File: src/sv/sobol_pkg.sv
// ----------------------------------------------------------------------------
// Sobol sampler package
// Shared constants, types and helpers for the Owen-scrambled Sobol sampler.
// ----------------------------------------------------------------------------
package sobol_pkg;

  localparam int unsigned Columns    = 52;
  localparam int unsigned Dimensions = 1024;
  localparam int unsigned Depth      = Columns * Dimensions;
  localparam int unsigned AddrW      = $clog2(Depth);
  localparam int unsigned BitW       = $clog2(Columns + 1);

  localparam logic [31:0] MixK0 = 32'h3d20adea;
  localparam logic [31:0] MixK1 = 32'h05526c56;
  localparam logic [31:0] MixK2 = 32'h53a22864;

  localparam logic ActWrite  = 1'b0;
  localparam logic ActSample = 1'b1;

  // Scramble row steps, one per cell
  localparam logic [2:0] StepMulK0 = 3'd0;
  localparam logic [2:0] StepSeed  = 3'd1;
  localparam logic [2:0] StepMulK1 = 3'd2;
  localparam logic [2:0] StepMulK2 = 3'd3;

  // Accumulator cell payload handed along the row
  typedef struct packed {
    logic        vld;
    logic [31:0] acc;
    logic [31:0] seed;
    logic        scr;
  } sob_tok_t;

  function automatic logic [31:0] flip32(input logic [31:0] x);
    logic [31:0] r;
    for (int i = 0; i < 32; i++) r[i] = x[31-i];
    return r;
  endfunction

endpackage

File: src/sv/sobol_cell.sv
// ----------------------------------------------------------------------------
// Sobol mix cell
// One stage of the scramble row: applies one step when scrambling is on and hands on the token.
// ----------------------------------------------------------------------------
module sobol_cell import sobol_pkg::*; (
  input  logic     clk,
  input  logic     rst_n,
  input  logic [2:0] op,
  input  sob_tok_t tok_in,
  output sob_tok_t tok_out
);

  sob_tok_t tok_r, tok_nxt;
  logic [31:0] mul_a, mul_b, prod;

  // Pick the operands of this stage's step
  always_comb begin
    mul_a = tok_in.acc;
    unique case (op)
      StepMulK0: mul_b = MixK0;
      StepSeed: begin
        // add the seed, then multiply by the odd upper half of the seed
        mul_a = tok_in.acc + tok_in.seed;
        mul_b = {16'h0, tok_in.seed[31:17], 1'b1};
      end
      StepMulK1: mul_b = MixK1;
      StepMulK2: mul_b = MixK2;
      default:   mul_b = 32'h1;
    endcase
    prod = mul_a * mul_b;
    tok_nxt = tok_in;
    if (tok_in.scr) begin
      unique case (op)
        StepMulK0: tok_nxt.acc = tok_in.acc ^ prod;
        StepSeed:  tok_nxt.acc = prod;
        StepMulK1: tok_nxt.acc = tok_in.acc ^ prod;
        StepMulK2: tok_nxt.acc = tok_in.acc ^ prod;
        default:   tok_nxt.acc = tok_in.acc;
      endcase
    end
  end

  // Hold the token for the next cell
  always_ff @(posedge clk) begin
    if (!rst_n) begin
      tok_r.vld <= 1'b0;
    end else begin
      tok_r.vld <= tok_nxt.vld;
    end
    tok_r.acc  <= tok_nxt.acc;
    tok_r.seed <= tok_nxt.seed;
    tok_r.scr  <= tok_nxt.scr;
  end

  assign tok_out = tok_r;

endmodule

File: config.mk
export PLATFORM = sky130hd
export DESIGN_NAME = sobol_cell
export DESIGN_NICKNAME = d
export VERILOG_FILES = /design/src/sv/sobol_pkg.sv /design/src/sv/sobol_cell.sv
export SDC_FILE = /design/constraint.sdc
export NUM_CORES = 1
export LEC_CHECK = 0
export BUFFER_PORTS_ARGS = -buffer_cell sky130_fd_sc_hd__buf_2
export CORE_MARGIN = 2
export CORE_UTILIZATION = 50
export DETAILED_ROUTE_END_ITERATION = 7
export PLACE_DENSITY_LB_ADDON = 0.2
export SYNTH_ARGS = -nofsm -noshare
export SYNTH_HDL_FRONTEND = slang
export SYNTH_SLANG_ARGS = --single-unit
File: constraint.sdc
create_clock -name clk -period 22.9 [get_ports clk]
set_input_delay 6.87 -clock clk [delete_from_list [all_inputs] [get_ports clk]]
set_output_delay 6.87 -clock clk [all_outputs]
set_load 0.05 [all_outputs]
Word level (Yosys, flattened, before mapping)

Cells that the tools add are included.

Latch bits: 0
Memory bits (writable): 0
Logic and storage cells: 16
Memories: 0
Input bits: 71
Memory bits (read-only): 0
Flip-flop bits (word level): 66
Output and inout port bits: 66

$mul: 1
Magnitude comparators: 0
Reductions and logical operators: 2
Div/mod/pow operators: 0
Mux-type cells: 4
Bitwise logic cells: 1
$add $sub $neg: 1
Shifts and indexed selects: 0
Equality and inequality tests: 3

Operator list:

| kind                                                                  | count |
|---|---|
| 31-bit case mux with 4 select lines                                   | 1 |
| 32-bit two-way mux                                                    | 2 |
| 32-bit case mux with 2 select lines                                   | 1 |
| 32-bit adder                                                          | 1 |
| 32-bit by 32-bit multiplier with 32-bit output                        | 1 |
| 32-bit bitwise XOR                                                    | 1 |
| 3-bit by 2-bit equality test with 1-bit output, second input constant | 2 |
| 3-bit by 1-bit equality test with 1-bit output, second input constant | 1 |
| 3-bit logical NOT                                                     | 1 |
| 3-bit OR reduction                                                    | 1 |

Longest topological paths before layout

Depth after elaboration: 6
Gate-level depth with buffers: 44
Mapped depth without buffers: 44

Worst setup path before layout

Ideal clock, no wire load.

Path kind: input -> register
From: input tok_in[9] in the netlist's numbering
To: register tok_r, in the netlist tok_out[64]
Arrival: 15.638 ns
Library setup time: 0.118 ns
Buffers on the path: 1
Path slack: 7.144 ns
Required time: 22.782 ns
Stages on the path: 39
Path through: ha_1 > and3_4 > and3_1 > a311o_2 > a21oi_1 > nor2_1 > nor2_1 > o21bai_1 > a21oi_1 > o21bai_1 > a21oi_1 > xnor2_1 > nand2_1 > and2_1 > clkbuf_1 > nor2_1 > fa_1 > fa_1 > [... 3 more ...] > fa_1 > inv_1 > fa_1 > inv_1 > fa_1 > fa_1 > fa_1 > ha_1 > nand3_1 > o311ai_0 > nor4_1 > a211oi_1 > a31oi_1 > o21ai_0 > xnor2_1 > xor3_1 > nand2_1 > xor2_1

RTL lines:

| element            | line             | text |
|---|---|---|
| start: declaration | sobol_cell.sv:9  | `input sob_tok_t tok_in,` |
| end: declaration   | sobol_cell.sv:13 | `sob_tok_t tok_r, tok_nxt;` |

==> key figures <==
Outcome
  • Outcome: complete, no violations

Synth
  • Post-Synthesis Net Count: 2747
  • Share of the synthesized area in the top cell type: 40.0%
  • Post-Syn Area per Cell: about 8.7 um^2
  • Synth async-reset ratio: 0%
  • Area leader, netlist: fa_1
  • Mapped Area: 18600 um^2
  • Synth unique cells: 81
  • Mapped Cells: 2133
  • Primary FF master, synth: dfxtp_1
  • Synth area leaders: fa_1 40%, ha_1 12%, inv_1 7.9%, dfxtp_1 7.1%, nand2_1 5.7%
  • Sequential element share of the synthesized area: under 10%
  • Yosys reg bits: 66
  • Ys Warns: 0
  • Post-synth EDFFs: 0

Final layout
  • Layout cell share with drive strength beyond 1: 10.3%
  • # diodes: 0
  • Commonest cells after routing, fill and taps aside: 392 x inv_1, 371 x fa_1, 280 x nand2_1, 206 x nor2_1, 172 x ha_1
  • Area Overhead vs Synth: 8.49%
  • Commonest non-fill, non-tap cell in the layout: inv_1
  • Post-Layout Cell Count: 2710
  • Max FFs per register: 66
  • Final nets: 2851

Routing
  • Vias per cell: 5.79
  • Antenna Nets Post-Route: 0
  • Drt wl/cell: ~24 um
  • Via Count: 15700
  • Router iterations before antenna repair: 5
  • Drt total wl: about 65000 um
  • Drt drc: 0
  • 1st-iter DRT viols: 1495

Global routing
  • Largest net degree at the start of global routing: 48
  • Global-route wire length before repair: 101000 um
  • Antenna violations before repair: 3
  • All-Layer GR Usage: a little over a third
  • Grt ovf: 0
  • Vias in the first global route: 16900

Placed design
  • Port-buffer cells: 136
  • Post-DP HPWL: 54500 um
  • Placed cell count: 2694
  • GP Congestion: 1.01

Clocking
  • CTS Hold Bufs: 0
  • H-tree depth: 3
  • Root Driver: clkbuf_16
  • Cts bufs inserted: 9
  • CTS tree: built
  • Postcts setup bufs: 0
  • Cts repair resizes: 0
  • Max Root-Sink Buffers: 2
  • Clk slew on worst S/H paths: 0.06 ns
  • CTS Sinks: 66

STA
  • Final worst-path cycle share: 77.9%
  • Pins over their slew limit: 0
  • Min Clock Period, post-route: 17.83 ns
  • Worst Tran Pin Value: 1.46 ns
  • Fmax: 0.0561 GHz
  • RSZ-0062 raised after global routing: false
  • Setup violators final: 0
  • Fin Setup TNS: 0 ns
  • Final Hold Viols: 0
  • Slew headroom: about 2.6%

Floorplanning
  • Die height: about 200 um
  • Total core area: 36600 um^2
  • I/O pin cnt: 137
  • Num rows: 70
  • Die ar.: 38700 um^2
  • Die width: 197 um
  • Initial Utilization: between 50% and 60%

Setup path
  • Peak fanout along the critical path: 7
  • CP Data Required Time: 23.18 ns
  • Max stage delay on crit path: between 1 and 1.5 ns
  • Critical Path Start Type: input pin
  • Slowest cell on crit path: o311ai_0
  • CP Capture Type: flip-flop
  • Most frequent CP cell: fa_1
  • Crit path DAT: 18.12 ns
  • Setup Crit Path Kind: input pin to flip-flop

Min path
  • Hold crit path type: input pin to flip-flop

Run
  • Maxcap violations: 0
[cell type report]
class | instances | area (um^2)
Clock buffer | 10 | 239
Clock inverter | 6 | 90.1
Fill cell | 3427 | 16500
Inverter | 393 | 1480
Multi-Input combinational cell | 1602 | 15500
Sequential cell | 66 | 1320
Tap cell | 468 | 586
Timing Repair Buffer | 165 | 898
[Yosys cell counts (4+ instances only)]
master,instances
xnor2_1,77
fa_1,371
a21o_1,33
and2_1,35
a31oi_1,4
buf_1,5
dfxtp_1,66
o21ai_0,60
o21a_1,18
and3_1,14
nor2b_1,16
o31ai_1,5
inv_1,392
nand2b_1,29
a21oi_1,71
xor2_1,18
buf_2,6
o21bai_1,9
nand3_1,15
clkbuf_1,58
nor2_1,209
nand2_1,280
nand4_1,5
nor3_1,34
mux2i_1,9
or2_2,10
or3_1,4
a21oi_2,4
o21ai_1,12
nor4_1,5
a22o_1,18
ha_1,172
a211oi_1,7
[cell families (layout without fill, tap and decap cells)]
family | after synthesis | after routing | share of synthesized area [%]
DFF | 66 | 66 | 7.12
AOI/OAI and AO/OA | 275 | 275 | 10.1
muxes | 13 | 13 | 0.789
and+or+nand+nor | 671 | 671 | 15.9
adders and majority gates | 543 | 543 | 51.6
buffers and inverters | 465 | 574 | 9.50
xor gates and xnor gates | 100 | 100 | 5.03
[final timing paths]
kind | from | end | slack, ns | depth (start not counted)
max | tok_in[34] | tok_out[64] | 5.07 | 36
min | tok_in[9] | tok_out[9] | 6.64 | 1
[critical path, delay by kind of cell]
kind            cells  cell delay (ns)
compound gates      9             3.75
fa+ha+maj          10             4.51
buf+inv             4             0.60
simple gates        9             1.67
xor+xnor            4             0.71
[routing by layer]
layer	up-vias	wire, um	global-route usage (%)
met3	215	5670	6.40
met1	7831	26000	46.6
met2	801	29800	57.4
met4	2	3800	16.8
li1	6830	-	-
met5	-	12	0
[stage by stage]
stage | hold slack [ns] | cell area (um^2) | utilization [%] | setup WS, ns
floorplan | 6.90 | 18600 | - | 7.14
global placement | 7.00 | 19800 | 54.1 | 5.00
detailed placement | 6.99 | 19800 | 54.1 | 4.94
CTS | 6.63 | 20100 | 55.0 | 5.24
global route | 6.64 | 20100 | 55.0 | 4.65
finish | 6.64 | 20100 | 55.0 | 5.07
Power is left out: the tool's default activity adds up to more than one toggle a clock period on the data nets, which glitch-free logic cannot reach.
